<file path="config.mk">
export PLATFORM = sky130hd
export DESIGN_NAME = disk_dma_request_dispatcher_core
export DESIGN_NICKNAME = d
export VERILOG_FILES = /design/src/rtl/ddrd_pkg.sv /design/src/rtl/ddrd_front.sv /design/src/rtl/ddrd_cmd_fifo.sv /design/src/rtl/ddrd_back.sv /design/src/rtl/disk_dma_request_dispatcher_core.sv
export VERILOG_INCLUDE_DIRS = /design/src /design/src/rtl
export SDC_FILE = /design/constraint.sdc
export NUM_CORES = 1
export LEC_CHECK = 0
export BUFFER_PORTS_ARGS = -buffer_cell sky130_fd_sc_hd__buf_2
export CORE_MARGIN = 5
export CORE_UTILIZATION = 55
export CTS_BUF_LIST = sky130_fd_sc_hd__clkbuf_8 sky130_fd_sc_hd__clkbuf_16
export DETAILED_ROUTE_END_ITERATION = 16
export HOLD_SLACK_MARGIN = 0.02
export PLACE_DENSITY = 0.74
export REMOVE_ABC_BUFFERS = 1
export SKIP_CTS_REPAIR_TIMING = 1
export SLEW_MARGIN = 20
export SYNTH_ARGS = -nofsm -noshare
export SYNTH_HDL_FRONTEND = slang
export SYNTH_SLANG_ARGS = --single-unit
export TNS_END_PERCENT = 50
</file>
<file path="constraint.sdc">
create_clock -name clk -period 11.3 [get_ports clk]
set_clock_uncertainty 0.1 [all_clocks]
set_input_delay 2.26 -clock clk [delete_from_list [all_inputs] [get_ports clk]]
set_output_delay 2.26 -clock clk [all_outputs]
set_load 0.05 [all_outputs]
</file>
<file path="src/rtl/disk_dma_request_dispatcher_core_assert.svh">
// Assertion macros shared by the dispatcher RTL.
`ifndef DISK_DMA_REQUEST_DISPATCHER_CORE_ASSERT_SVH
`define DISK_DMA_REQUEST_DISPATCHER_CORE_ASSERT_SVH

// Condition holds at every edge out of reset (expects clk and rst_n in scope).
`define DDRD_ASSERT_ALWAYS(label, cond) \
  label: assert property (@(posedge clk) disable iff (!rst_n) (cond)) \
    else $error("ddrd: invariant violated");

// Same-cycle implication.
`define DDRD_ASSERT_IMP(label, ante, cons) \
  label: assert property (@(posedge clk) disable iff (!rst_n) (ante) |-> (cons)) \
    else $error("ddrd: implication violated");

// Next-cycle implication.
`define DDRD_ASSERT_NEXT(label, ante, cons) \
  label: assert property (@(posedge clk) disable iff (!rst_n) (ante) |=> (cons)) \
    else $error("ddrd: next-cycle implication violated");

`endif

</file>
<file path="src/rtl/ddrd_pkg.sv">
// Types and constants of the disk DMA request dispatcher.
package ddrd_pkg;

  // Result kinds
  localparam logic [2:0] KIND_D2M    = 3'd0;
  localparam logic [2:0] KIND_M2D    = 3'd1;
  localparam logic [2:0] KIND_INQ    = 3'd2;
  localparam logic [2:0] KIND_MSENSE = 3'd3;
  localparam logic [2:0] KIND_ACK    = 3'd4;
  localparam logic [2:0] KIND_NAK    = 3'd5;

  // Units
  localparam logic [1:0] UNIT_FA  = 2'd0;
  localparam logic [1:0] UNIT_FB  = 2'd1;
  localparam logic [1:0] UNIT_HDD = 2'd2;

  // Hard-disk opcodes and target
  localparam logic [4:0] OP_READ   = 5'h08;
  localparam logic [4:0] OP_WRITE  = 5'h0a;
  localparam logic [4:0] OP_INQ    = 5'h12;
  localparam logic [4:0] OP_MSENSE = 5'h1a;
  localparam logic [2:0] TARGET_HDD = 3'd0;

  // drive_status bits
  localparam int STAT_FD_BUSY = 0;
  localparam int STAT_SIDE_N  = 1;
  localparam int STAT_HD_BUSY = 4;

  // Active-low drive select patterns (status bits 3:2)
  localparam logic [1:0] DSEL_A = 2'b10;
  localparam logic [1:0] DSEL_B = 2'b01;

  // FDC command top bits for read/write sector
  localparam logic [1:0] FCMD_RW = 2'b10;

  // Register indexes
  localparam logic [2:0] REG_FA_PRESENT = 3'd0;
  localparam logic [2:0] REG_FA_SIDES   = 3'd1;
  localparam logic [2:0] REG_FA_SPT     = 3'd2;
  localparam logic [2:0] REG_FB_PRESENT = 3'd3;
  localparam logic [2:0] REG_FB_SIDES   = 3'd4;
  localparam logic [2:0] REG_FB_SPT     = 3'd5;
  localparam logic [2:0] REG_HDD_PRES   = 3'd6;
  localparam logic [2:0] REG_HDD_BLOCKS = 3'd7;

  typedef enum logic [1:0] {
    FL_NONE = 2'd0,
    FL_NAK  = 2'd1,
    FL_XFER = 2'd2
  } fl_mode_t;

  typedef struct packed {
    logic        fa_present;
    logic [7:0]  fa_sides;
    logic [7:0]  fa_spt;
    logic        fb_present;
    logic [7:0]  fb_sides;
    logic [7:0]  fb_spt;
    logic        hdd_present;
    logic [23:0] hdd_blocks;
  } cfg_t;

  // Register values after reset: one-sided drives, nothing attached
  localparam cfg_t CFG_RESET = '{
    fa_present:  1'b0,
    fa_sides:    8'd1,
    fa_spt:      8'd0,
    fb_present:  1'b0,
    fb_sides:    8'd1,
    fb_spt:      8'd0,
    hdd_present: 1'b0,
    hdd_blocks:  24'd0
  };

  typedef struct packed {
    logic [23:0] dma_addr;
    logic [7:0]  sector_count;
    logic [7:0]  fdc_command;
    logic [7:0]  fd_track;
    logic [7:0]  fd_sector;
    logic [7:0]  drive_status;
    logic [7:0]  acsi_command;
    logic [7:0]  acsi_lba_high;
    logic [7:0]  acsi_lba_mid;
    logic [7:0]  acsi_lba_low;
    logic [7:0]  acsi_length;
  } in_item_t;

  // Classified request, handed from front to back
  typedef struct packed {
    logic [23:0] addr;
    logic        hd_busy;
    logic        hd_op_v;
    logic [2:0]  hd_kind;
    logic [23:0] hd_blk;
    logic [8:0]  hd_cnt;
    logic [7:0]  hd_words;
    logic [23:0] hd_param;
    fl_mode_t    fl_mode;
    logic [1:0]  fl_unit;
    logic [2:0]  fl_kind;
    logic [23:0] fl_blk;
    logic [7:0]  fl_cnt;
  } cmd_t;

  typedef struct packed {
    logic [2:0]  kind;
    logic [1:0]  unit;
    logic [23:0] first_block;
    logic [8:0]  block_count;
    logic [23:0] mem_address;
    logic [7:0]  reply_words;
    logic [23:0] reply_param;
    logic        last;
  } res_t;

endpackage

</file>
<file path="src/rtl/ddrd_front.sv">
// Front end: decodes a status snapshot and computes the floppy block in two stages.
module ddrd_front import ddrd_pkg::*; (
  input  logic     clk,
  input  logic     rst_n,
  input  in_item_t item_i,
  input  logic     push_i,
  output logic     full_o,
  input  cfg_t     cfg_i,
  input  logic     fifo_full_i,
  output logic     cmd_push_o,
  output cmd_t     cmd_o
);

  typedef struct packed {
    cmd_t        cmd;
    logic [16:0] trk_mul;  // side + track*sides
    logic [7:0]  spt;
    logic [7:0]  sector;
  } stage1_t;

  logic    s1_v_r, s1_v_nxt;
  logic    s2_v_r, s2_v_nxt;
  stage1_t s1_r, s1_nxt;
  cmd_t    s2_r, s2_nxt;
  logic    adv;

  logic [4:0]  op;
  logic [8:0]  len9;
  logic        hd_ok;
  logic [1:0]  dsel;
  logic        present;
  logic [7:0]  sides;
  logic [15:0] trk_sides;
  logic [23:0] prod;

  assign adv        = !s2_v_r || !fifo_full_i;
  assign full_o     = !adv;
  assign cmd_push_o = s2_v_r && !fifo_full_i;
  assign cmd_o      = s2_r;

  assign op    = item_i.acsi_command[4:0];
  assign len9  = (item_i.acsi_length == 8'd0) ? 9'd256 : {1'b0, item_i.acsi_length};
  assign hd_ok = (item_i.acsi_command[7:5] == TARGET_HDD) && cfg_i.hdd_present;
  assign dsel  = item_i.drive_status[3:2];

  always_comb begin
    s1_nxt = '0;
    present = 1'b0;
    sides   = 8'd0;
    s1_nxt.cmd.addr    = item_i.dma_addr;
    s1_nxt.cmd.hd_busy = item_i.drive_status[STAT_HD_BUSY];
    s1_nxt.cmd.hd_kind = KIND_ACK;
    case (op)
      OP_READ: begin
        s1_nxt.cmd.hd_op_v = hd_ok;
        s1_nxt.cmd.hd_kind = KIND_D2M;
        s1_nxt.cmd.hd_blk  = {3'b000, item_i.acsi_lba_high[4:0], item_i.acsi_lba_mid,
                              item_i.acsi_lba_low};
        s1_nxt.cmd.hd_cnt  = len9;
      end
      OP_WRITE: begin
        s1_nxt.cmd.hd_op_v = hd_ok;
        s1_nxt.cmd.hd_kind = KIND_M2D;
        s1_nxt.cmd.hd_blk  = {3'b000, item_i.acsi_lba_high[4:0], item_i.acsi_lba_mid,
                              item_i.acsi_lba_low};
        s1_nxt.cmd.hd_cnt  = len9;
      end
      OP_INQ: begin
        s1_nxt.cmd.hd_op_v  = hd_ok;
        s1_nxt.cmd.hd_kind  = KIND_INQ;
        s1_nxt.cmd.hd_words = len9[8:1];
        // additional length byte wraps mod 256
        s1_nxt.cmd.hd_param = {16'd0, item_i.acsi_length - 8'd8};
      end
      OP_MSENSE: begin
        s1_nxt.cmd.hd_op_v  = hd_ok;
        s1_nxt.cmd.hd_kind  = KIND_MSENSE;
        s1_nxt.cmd.hd_words = len9[8:1];
        s1_nxt.cmd.hd_param = cfg_i.hdd_blocks;
      end
      default: s1_nxt.cmd.hd_op_v = 1'b0;
    endcase

    // Floppy: select A or B; both or neither selected means no drive
    case (dsel)
      DSEL_A: begin
        present = cfg_i.fa_present;
        sides   = cfg_i.fa_sides;
        s1_nxt.spt = cfg_i.fa_spt;
        s1_nxt.cmd.fl_unit = UNIT_FA;
      end
      DSEL_B: begin
        present = cfg_i.fb_present;
        sides   = cfg_i.fb_sides;
        s1_nxt.spt = cfg_i.fb_spt;
        s1_nxt.cmd.fl_unit = UNIT_FB;
      end
      default: s1_nxt.cmd.fl_unit = UNIT_FA;
    endcase

    if (!item_i.drive_status[STAT_FD_BUSY]) begin
      s1_nxt.cmd.fl_mode = FL_NONE;
    end else if (!present) begin
      s1_nxt.cmd.fl_mode = FL_NAK;
    end else if (item_i.fdc_command[7:6] == FCMD_RW) begin
      s1_nxt.cmd.fl_mode = FL_XFER;
    end else begin
      s1_nxt.cmd.fl_mode = FL_NONE;
    end
    s1_nxt.cmd.fl_kind = item_i.fdc_command[5] ? KIND_M2D : KIND_D2M;
    s1_nxt.cmd.fl_cnt  = item_i.sector_count;
    trk_sides      = 16'(item_i.fd_track) * 16'(sides);
    s1_nxt.trk_mul = 17'(trk_sides) + 17'(!item_i.drive_status[STAT_SIDE_N]);
    s1_nxt.sector  = item_i.fd_sector;
  end

  // Second multiply: block = trk_mul*spt + sector - 1, mod 2^24
  assign prod = 24'(s1_r.trk_mul) * 24'(s1_r.spt);

  always_comb begin
    s2_nxt = s1_r.cmd;
    s2_nxt.fl_blk = prod + 24'(s1_r.sector) - 24'd1;
  end

  assign s1_v_nxt = adv ? push_i : s1_v_r;
  assign s2_v_nxt = adv ? s1_v_r : s2_v_r;

  always_ff @(posedge clk) begin
    if (!rst_n) begin
      s1_v_r <= 1'b0;
      s2_v_r <= 1'b0;
    end else begin
      s1_v_r <= s1_v_nxt;
      s2_v_r <= s2_v_nxt;
    end
  end

  always_ff @(posedge clk) begin
    if (adv) begin
      s1_r <= s1_nxt;
      s2_r <= s2_nxt;
    end
  end

endmodule

</file>
<file path="src/rtl/ddrd_cmd_fifo.sv">
// Short command queue between front and back.
`include "disk_dma_request_dispatcher_core_assert.svh"
module ddrd_cmd_fifo import ddrd_pkg::*; #(
  parameter int DEPTH = 4
) (
  input  logic clk,
  input  logic rst_n,
  input  logic wr_en,
  input  cmd_t wr_data,
  output logic full_o,
  input  logic rd_en,
  output logic empty_o,
  output cmd_t rd_data
);

  localparam int AW = (DEPTH > 1) ? $clog2(DEPTH) : 1;
  localparam int CW = $clog2(DEPTH + 1);

  cmd_t          mem_r [DEPTH];
  logic [AW-1:0] wr_ptr_r, wr_ptr_nxt;
  logic [AW-1:0] rd_ptr_r, rd_ptr_nxt;
  logic [CW-1:0] count_r, count_nxt;

  assign full_o  = (count_r == CW'(DEPTH));
  assign empty_o = (count_r == '0);
  assign rd_data = mem_r[rd_ptr_r];

  assign wr_ptr_nxt = !wr_en ? wr_ptr_r :
                      (wr_ptr_r == AW'(DEPTH - 1)) ? '0 : wr_ptr_r + 1'b1;
  assign rd_ptr_nxt = !rd_en ? rd_ptr_r :
                      (rd_ptr_r == AW'(DEPTH - 1)) ? '0 : rd_ptr_r + 1'b1;

  always_comb begin
    count_nxt = count_r;
    if (wr_en && !rd_en) begin
      count_nxt = count_r + 1'b1;
    end else if (rd_en && !wr_en) begin
      count_nxt = count_r - 1'b1;
    end
  end

  always_ff @(posedge clk) begin
    if (!rst_n) begin
      wr_ptr_r <= '0;
      rd_ptr_r <= '0;
      count_r  <= '0;
    end else begin
      wr_ptr_r <= wr_ptr_nxt;
      rd_ptr_r <= rd_ptr_nxt;
      count_r  <= count_nxt;
    end
  end

  always_ff @(posedge clk) begin
    if (wr_en) begin
      mem_r[wr_ptr_r] <= wr_data;
    end
  end

  `DDRD_ASSERT_IMP(a_no_write_when_full, wr_en, !full_o)
  `DDRD_ASSERT_IMP(a_no_read_when_empty, rd_en, !empty_o)
  `DDRD_ASSERT_ALWAYS(a_count_bound, count_r <= CW'(DEPTH))
  `DDRD_ASSERT_NEXT(a_write_leaves_entry, wr_en && !rd_en, !empty_o)

endmodule

</file>
<file path="src/rtl/ddrd_back.sv">
// Back end: expands a command into its results, one per unstalled cycle.
`include "disk_dma_request_dispatcher_core_assert.svh"
module ddrd_back import ddrd_pkg::*; (
  input  logic clk,
  input  logic rst_n,
  input  logic head_v_i,
  input  cmd_t head_i,
  output logic head_pop_o,
  input  logic pop_i,
  output logic res_v_o,
  output res_t res_o
);

  // Result slots of one command, in emission order
  localparam int SLOT_HD_OP  = 0;
  localparam int SLOT_HD_ACK = 1;
  localparam int SLOT_FL_1ST = 2;
  localparam int SLOT_FL_ACK = 3;

  logic [3:0] slots, rem, pick;
  logic [3:0] done_r, done_nxt;
  logic       is_last, can_load, emit, out_take;
  logic       out_v_r, out_v_nxt;
  res_t       out_r, res_c;

  always_comb begin
    slots = '0;
    slots[SLOT_HD_OP]  = head_i.hd_busy && head_i.hd_op_v;
    slots[SLOT_HD_ACK] = head_i.hd_busy;
    slots[SLOT_FL_1ST] = (head_i.fl_mode != FL_NONE);
    slots[SLOT_FL_ACK] = (head_i.fl_mode == FL_XFER);
  end

  assign rem      = head_v_i ? (slots & ~done_r) : '0;
  assign pick     = rem & (~rem + 4'd1);
  assign is_last  = ((rem & ~pick) == '0);
  assign out_take = out_v_r && pop_i;
  assign can_load = !out_v_r || out_take;
  assign emit     = head_v_i && (rem != '0) && can_load;
  // a command with no results retires without a transaction
  assign head_pop_o = head_v_i && ((rem == '0) || (emit && is_last));

  always_comb begin
    res_c = '0;
    res_c.last = is_last;
    if (pick[SLOT_HD_OP]) begin
      res_c.kind        = head_i.hd_kind;
      res_c.unit        = UNIT_HDD;
      res_c.first_block = head_i.hd_blk;
      res_c.block_count = head_i.hd_cnt;
      res_c.mem_address = head_i.addr;
      res_c.reply_words = head_i.hd_words;
      res_c.reply_param = head_i.hd_param;
    end else if (pick[SLOT_HD_ACK]) begin
      res_c.kind = KIND_ACK;
      res_c.unit = UNIT_HDD;
    end else if (pick[SLOT_FL_1ST]) begin
      res_c.unit = head_i.fl_unit;
      if (head_i.fl_mode == FL_XFER) begin
        res_c.kind        = head_i.fl_kind;
        res_c.first_block = head_i.fl_blk;
        res_c.block_count = {1'b0, head_i.fl_cnt};
        res_c.mem_address = head_i.addr;
      end else begin
        res_c.kind = KIND_NAK;
      end
    end else begin
      res_c.kind = KIND_ACK;
      res_c.unit = head_i.fl_unit;
    end
  end

  always_comb begin
    done_nxt = done_r;
    if (head_pop_o) begin
      done_nxt = '0;
    end else if (emit) begin
      done_nxt = done_r | pick;
    end
  end

  assign out_v_nxt = emit ? 1'b1 : (out_take ? 1'b0 : out_v_r);

  always_ff @(posedge clk) begin
    if (!rst_n) begin
      done_r  <= '0;
      out_v_r <= 1'b0;
    end else begin
      done_r  <= done_nxt;
      out_v_r <= out_v_nxt;
    end
  end

  always_ff @(posedge clk) begin
    if (emit) begin
      out_r <= res_c;
    end
  end

  assign res_v_o = out_v_r;
  assign res_o   = out_r;

  `DDRD_ASSERT_IMP(a_done_within_plan, head_v_i, (done_r & ~slots) == 4'd0)
  `DDRD_ASSERT_IMP(a_done_clear_when_idle, !head_v_i, done_r == 4'd0)
  `DDRD_ASSERT_IMP(a_one_slot_per_emit, emit, $onehot(pick))
  `DDRD_ASSERT_NEXT(a_pop_clears_progress, head_pop_o, done_r == 4'd0)

endmodule

</file>
<file path="src/rtl/disk_dma_request_dispatcher_core.sv">
// Path: a snapshot passes both front stages, the command queue and the output register.
// Throughput: one snapshot accepted per cycle into the two-stage front end while full is low;
//   the back end emits one result per cycle when its output is free, up to 4 per snapshot.
// The command queue (CMD_DEPTH entries) and the output register set how far the sides decouple.
// Reset (rst_n low, synchronous): queues and pipeline emptied, registers to reset values.
// Top level of the disk DMA request dispatcher.
module disk_dma_request_dispatcher_core import ddrd_pkg::*; #(
  parameter int CMD_DEPTH = 4
) (
  input  logic        clk,
  input  logic        rst_n,
  // Snapshot channel
  input  logic        push,
  output logic        full,
  input  logic [23:0] in_dma_addr,
  input  logic [7:0]  in_sector_count,
  input  logic [7:0]  in_fdc_command,
  input  logic [7:0]  in_fd_track,
  input  logic [7:0]  in_fd_sector,
  input  logic [7:0]  in_drive_status,
  input  logic [7:0]  in_acsi_command,
  input  logic [7:0]  in_acsi_lba_high,
  input  logic [7:0]  in_acsi_lba_mid,
  input  logic [7:0]  in_acsi_lba_low,
  input  logic [7:0]  in_acsi_length,
  // Result channel
  output logic        empty,
  input  logic        pop,
  output logic [2:0]  out_kind,
  output logic [1:0]  out_unit,
  output logic [23:0] out_first_block,
  output logic [8:0]  out_block_count,
  output logic [23:0] out_mem_address,
  output logic [7:0]  out_reply_words,
  output logic [23:0] out_reply_param,
  output logic        out_last,
  // Register port
  input  logic        psel,
  input  logic        penable,
  input  logic        pwrite,
  input  logic [4:0]  paddr,
  input  logic [31:0] pwdata,
  output logic [31:0] prdata,
  output logic        pready
);

  // Register file; to be written only while the datapath is idle, which only the user ensures
  cfg_t       cfg_r, cfg_nxt;
  logic       reg_wr;
  logic [2:0] reg_idx;

  in_item_t   item;
  cmd_t       fe_cmd, q_head;
  logic       fe_push, q_full, q_empty, q_pop;
  logic       res_v;
  res_t       res;

  assign pready  = 1'b1;
  assign reg_idx = paddr[4:2];  // 32-bit registers at 4-byte stride
  assign reg_wr  = psel && penable && pwrite;

  always_comb begin
    cfg_nxt = cfg_r;
    if (reg_wr) begin
      case (reg_idx)
        REG_FA_PRESENT: cfg_nxt.fa_present  = pwdata[0];
        REG_FA_SIDES:   cfg_nxt.fa_sides    = pwdata[7:0];
        REG_FA_SPT:     cfg_nxt.fa_spt      = pwdata[7:0];
        REG_FB_PRESENT: cfg_nxt.fb_present  = pwdata[0];
        REG_FB_SIDES:   cfg_nxt.fb_sides    = pwdata[7:0];
        REG_FB_SPT:     cfg_nxt.fb_spt      = pwdata[7:0];
        REG_HDD_PRES:   cfg_nxt.hdd_present = pwdata[0];
        REG_HDD_BLOCKS: cfg_nxt.hdd_blocks  = pwdata[23:0];
        default:        cfg_nxt = cfg_r;
      endcase
    end
  end

  always_comb begin
    case (reg_idx)
      REG_FA_PRESENT: prdata = {31'd0, cfg_r.fa_present};
      REG_FA_SIDES:   prdata = {24'd0, cfg_r.fa_sides};
      REG_FA_SPT:     prdata = {24'd0, cfg_r.fa_spt};
      REG_FB_PRESENT: prdata = {31'd0, cfg_r.fb_present};
      REG_FB_SIDES:   prdata = {24'd0, cfg_r.fb_sides};
      REG_FB_SPT:     prdata = {24'd0, cfg_r.fb_spt};
      REG_HDD_PRES:   prdata = {31'd0, cfg_r.hdd_present};
      REG_HDD_BLOCKS: prdata = {8'd0, cfg_r.hdd_blocks};
      default:        prdata = 32'd0;
    endcase
  end

  always_ff @(posedge clk) begin
    if (!rst_n) begin
      cfg_r <= CFG_RESET;  // one-sided until told otherwise
    end else begin
      cfg_r <= cfg_nxt;
    end
  end

  assign item.dma_addr      = in_dma_addr;
  assign item.sector_count  = in_sector_count;
  assign item.fdc_command   = in_fdc_command;
  assign item.fd_track      = in_fd_track;
  assign item.fd_sector     = in_fd_sector;
  assign item.drive_status  = in_drive_status;
  assign item.acsi_command  = in_acsi_command;
  assign item.acsi_lba_high = in_acsi_lba_high;
  assign item.acsi_lba_mid  = in_acsi_lba_mid;
  assign item.acsi_lba_low  = in_acsi_lba_low;
  assign item.acsi_length   = in_acsi_length;

  // Front: decode + floppy block arithmetic (two multiplies, one per stage)
  ddrd_front u_front (
    .clk         (clk),
    .rst_n       (rst_n),
    .item_i      (item),
    .push_i      (push),
    .full_o      (full),
    .cfg_i       (cfg_r),
    .fifo_full_i (q_full),
    .cmd_push_o  (fe_push),
    .cmd_o       (fe_cmd)
  );

  // Decoupling queue between classification and result emission
  ddrd_cmd_fifo #(
    .DEPTH (CMD_DEPTH)
  ) u_fifo (
    .clk     (clk),
    .rst_n   (rst_n),
    .wr_en   (fe_push),
    .wr_data (fe_cmd),
    .full_o  (q_full),
    .rd_en   (q_pop),
    .empty_o (q_empty),
    .rd_data (q_head)
  );

  // Back: one result transaction per cycle into the output register while it is free
  ddrd_back u_back (
    .clk        (clk),
    .rst_n      (rst_n),
    .head_v_i   (!q_empty),
    .head_i     (q_head),
    .head_pop_o (q_pop),
    .pop_i      (pop),
    .res_v_o    (res_v),
    .res_o      (res)
  );

  assign empty           = !res_v;
  assign out_kind        = res.kind;
  assign out_unit        = res.unit;
  assign out_first_block = res.first_block;
  assign out_block_count = res.block_count;
  assign out_mem_address = res.mem_address;
  assign out_reply_words = res.reply_words;
  assign out_reply_param = res.reply_param;
  assign out_last        = res.last;

endmodule

</file>
==> flow_metrics.env <==
export IMPL_status="completed"
export IMPL_h_tree_depth=3
export IMPL_avgSynthCellArea_um2=16.5
export IMPL_worstMarginPinSlew_ns=1.13
export IMPL_ys_seq_area_share_pct=66.8
export IMPL_worstRegToRegCells=17
export IMPL_synth_edff_count=866
export IMPL_cts_tree="yes"
export IMPL_initial_core_util_pct=55.4
export IMPL_die_area_mm2=0.0805
export IMPL_reg2reg_from="u_front.s1_r[8]"
export IMPL_crit_family="adder cells"
export IMPL_multiInputGateArea_mm2=0.0127
export IMPL_fin_hold_ws_ns=0.307
export IMPL_cts_sinks=941
export IMPL_clkTransAtPathRegs_ns=0.06
export IMPL_drt_iter0_drc=1487
export IMPL_grt_pass1_vias=22900
export IMPL_synth_area_leaders="edfxtp_1 63%, mux4_2 7.1%, fa_1 6.7%, ha_1 3.7%, dfxtp_1 3.6%"
export IMPL_total_power_mw=9.58
export IMPL_end_kind="flop"
export IMPL_fp_dieH_um=284
export IMPL_syn_inst=2503
export IMPL_hold_violations=0
export IMPL_cp_max_fo=18
export IMPL_finalSetupTns_ns=0
export IMPL_via_per_inst=5.60
export IMPL_min_period_ns=7.45
export IMPL_die_w_um=284
export IMPL_maxSlewHeadroom_pct=24.9
export IMPL_worstPathArrival_ns=7.72
export IMPL_ant_nets=0
export IMPL_critPathBufInv=5
export IMPL_drv_slew=0
export IMPL_place_congestion=0.838
export IMPL_clk_latency_ns=0.63
export IMPL_post_route_drc_count=0
export IMPL_vdd_drop_max_mv=0.237
export IMPL_fmax_mhz=134
export IMPL_place_port_buffers=247
export IMPL_startpoint_type="input port"
export IMPL_drive_gt1_share_pct=19.5
export IMPL_ys_seq_elements=941
export IMPL_wire_per_inst_um=20.9
export IMPL_power_density_mw_per_mm2=206
export IMPL_setup_worst_path_class="input port to flop"
export IMPL_grt_start_max_net_pins=191
export IMPL_synth_top_area_share_pct=63.1
export IMPL_core_area_mm2=0.0743
export IMPL_setup_violations=0
export IMPL_pre_cts_slack_ns=3.24
export IMPL_min_path_cells=0
export IMPL_synth_most_common_cell="edfxtp_1"
export IMPL_pin_count=278
export IMPL_hold_class="flop to flop"
export IMPL_antenna_found_initial=7
export IMPL_fill_cells=5346
export IMPL_wl_um=79900
export IMPL_rsz0062_at_grt="false"
export IMPL_grt_pass1_wl_um=127000
export IMPL_hold_start="u_front.s1_r[148]"
export IMPL_row_count=100
export IMPL_area_growth_syn_to_layout_pct=12.9
export IMPL_yosys_area_top_type="edfxtp_1"
export IMPL_whs_endpoint="u_front.cmd_o[115]"
export IMPL_reg2reg_slack_ns=5.27
export IMPL_cp_required_ns=11.58
export IMPL_critPathSlowestCell="ha_1"
export IMPL_yosys_warnings=0
export IMPL_leakage_nw=17.8
export IMPL_hpwl_um=50000
export IMPL_final_util_pct=62.6
export IMPL_cts_buffer_depth=3
export IMPL_synthArstFlopShare_pct=0
export IMPL_clock_root_buffer="clkbuf_16"
export IMPL_crit_chain="buf_2, inv_1, ha_1, a22oi_1, nor2_1, nand2_1, fa_1, fa_1, inv_1, fa_1, inv_1, fa_1, inv_1, ha_1, or3_1, o21ai_0, a21oi_1, a41o_1, o2111a_1, a211o_1"
export IMPL_layout_nets=3186
export IMPL_dr_pass1_iters=6
export IMPL_cts_buffers=94
export IMPL_via_count=21400
export IMPL_ys_types=54
export IMPL_reg2reg_to="u_front.cmd_o[30]"
export IMPL_ys_flop_type="edfxtp_1"
export IMPL_synth_common_cells="866 x edfxtp_1, 210 x and2_1, 189 x inv_1"
export IMPL_grt_util_all_layers_pct=19.9
export IMPL_setup_ws_ns=3.85
export IMPL_cap_viol_max_count=0
export IMPL_synth_area_mm2=0.0412
export IMPL_post_route_period_util_pct=65.9
export IMPL_overflow=0
export IMPL_regArea_mm2=0.0275
export IMPL_crit_path_max_incr_delay_ns=0.63
metrics by stage:
step	std cells	cell area, um^2
CTS	3820	46500
finish	3827	46500
detailed placement	3648	43500
global route	3824	46500
floorplan	2413	40800
global placement	3648	43500
flip-flops by register name, summed over array words and instances (netlist names), named ones only:
register         flops
u_front.s2_v_r       1
u_back.res_v_o       1
u_fifo.mem_r       508
u_front.s1_r       136
u_fifo.wr_ptr_r      2
u_back.res_o        95
u_back.done_r        4
cfg_r               59
u_fifo.count_r       3
u_fifo.rd_ptr_r      2
u_front.cmd_o      127
u_front.s1_v_r       1
area by class of cell:
type	instances	area share, %
antenna	5	0.0269
clock buffer	102	5.32
clock inverter	70	1.03
inverter	189	1.53
multi-input combinational	1283	27.2
sequential	941	59.2
tap	969	2.61
timing repair buffer	268	3.12
where the power goes:
part / internal [mW] / switching, mW / total [mW]
combinational: 0.675 / 1.41 / 2.09
clock: 1.65 / 1.26 / 2.91
sequential: 4.36 / 0.219 / 4.58
total: 6.68 / 2.90 / 9.58
layout by cell type (no fill, tap or decap), types with 8 or more instances in the layout:
cell	instances
clkinv_1	20
buf_4	18
xor2_1	8
a211oi_1	9
conb_1	9
clkbuf_16	95
a31oi_1	8
nor2b_1	65
a22oi_1	24
fa_1	138
clkinv_2	15
ha_1	123
mux4_2	129
a21boi_0	29
edfxtp_1	866
mux2i_1	41
and2_1	206
a21oi_1	34
nor3_1	20
nor2_1	55
a22o_1	32
inv_1	209
xnor2_1	30
nand3_1	15
nand2b_1	12
dfxtp_1	73
or3_1	8
o21ai_0	26
nand2_1	180
buf_2	246
a21o_1	11
cell families (layout without fill, tap and decap cells):
group	Yosys count	after routing	share of synthesized area, %
and+or+nand+nor	595	595	7.52
adders and majority gates	261	261	10.4
DFF	941	941	66.8
other	2	14	0.0182
buffers and inverters	286	629	2.69
xor gates and xnor gates	38	38	0.808
AOI/OAI and AO/OA	203	203	3.51
muxes	177	177	8.24
layer usage:
metal	global-route usage, %	part of all wire, %
met5	0	0
met4	5.28	2.0
met3	3.47	5.7
met2	33.7	50
met1	27.2	42
worst max path at each step:
stage                             from               end  slack (ns)  cells after the start
floorplan            u_fifo.count_r[0]              full       -0.76                      3
global placement    in_drive_status[3]  u_front.s1_r[32]        3.33                     20
detailed placement  in_drive_status[3]  u_front.s1_r[32]        3.24                     20
CTS                 in_drive_status[3]  u_front.s1_r[32]        3.90                     20
global route        in_drive_status[3]  u_front.s1_r[32]        3.60                     20
finish              in_drive_status[3]  u_front.s1_r[32]        3.85                     20
(Power assumes the default switching activity.)
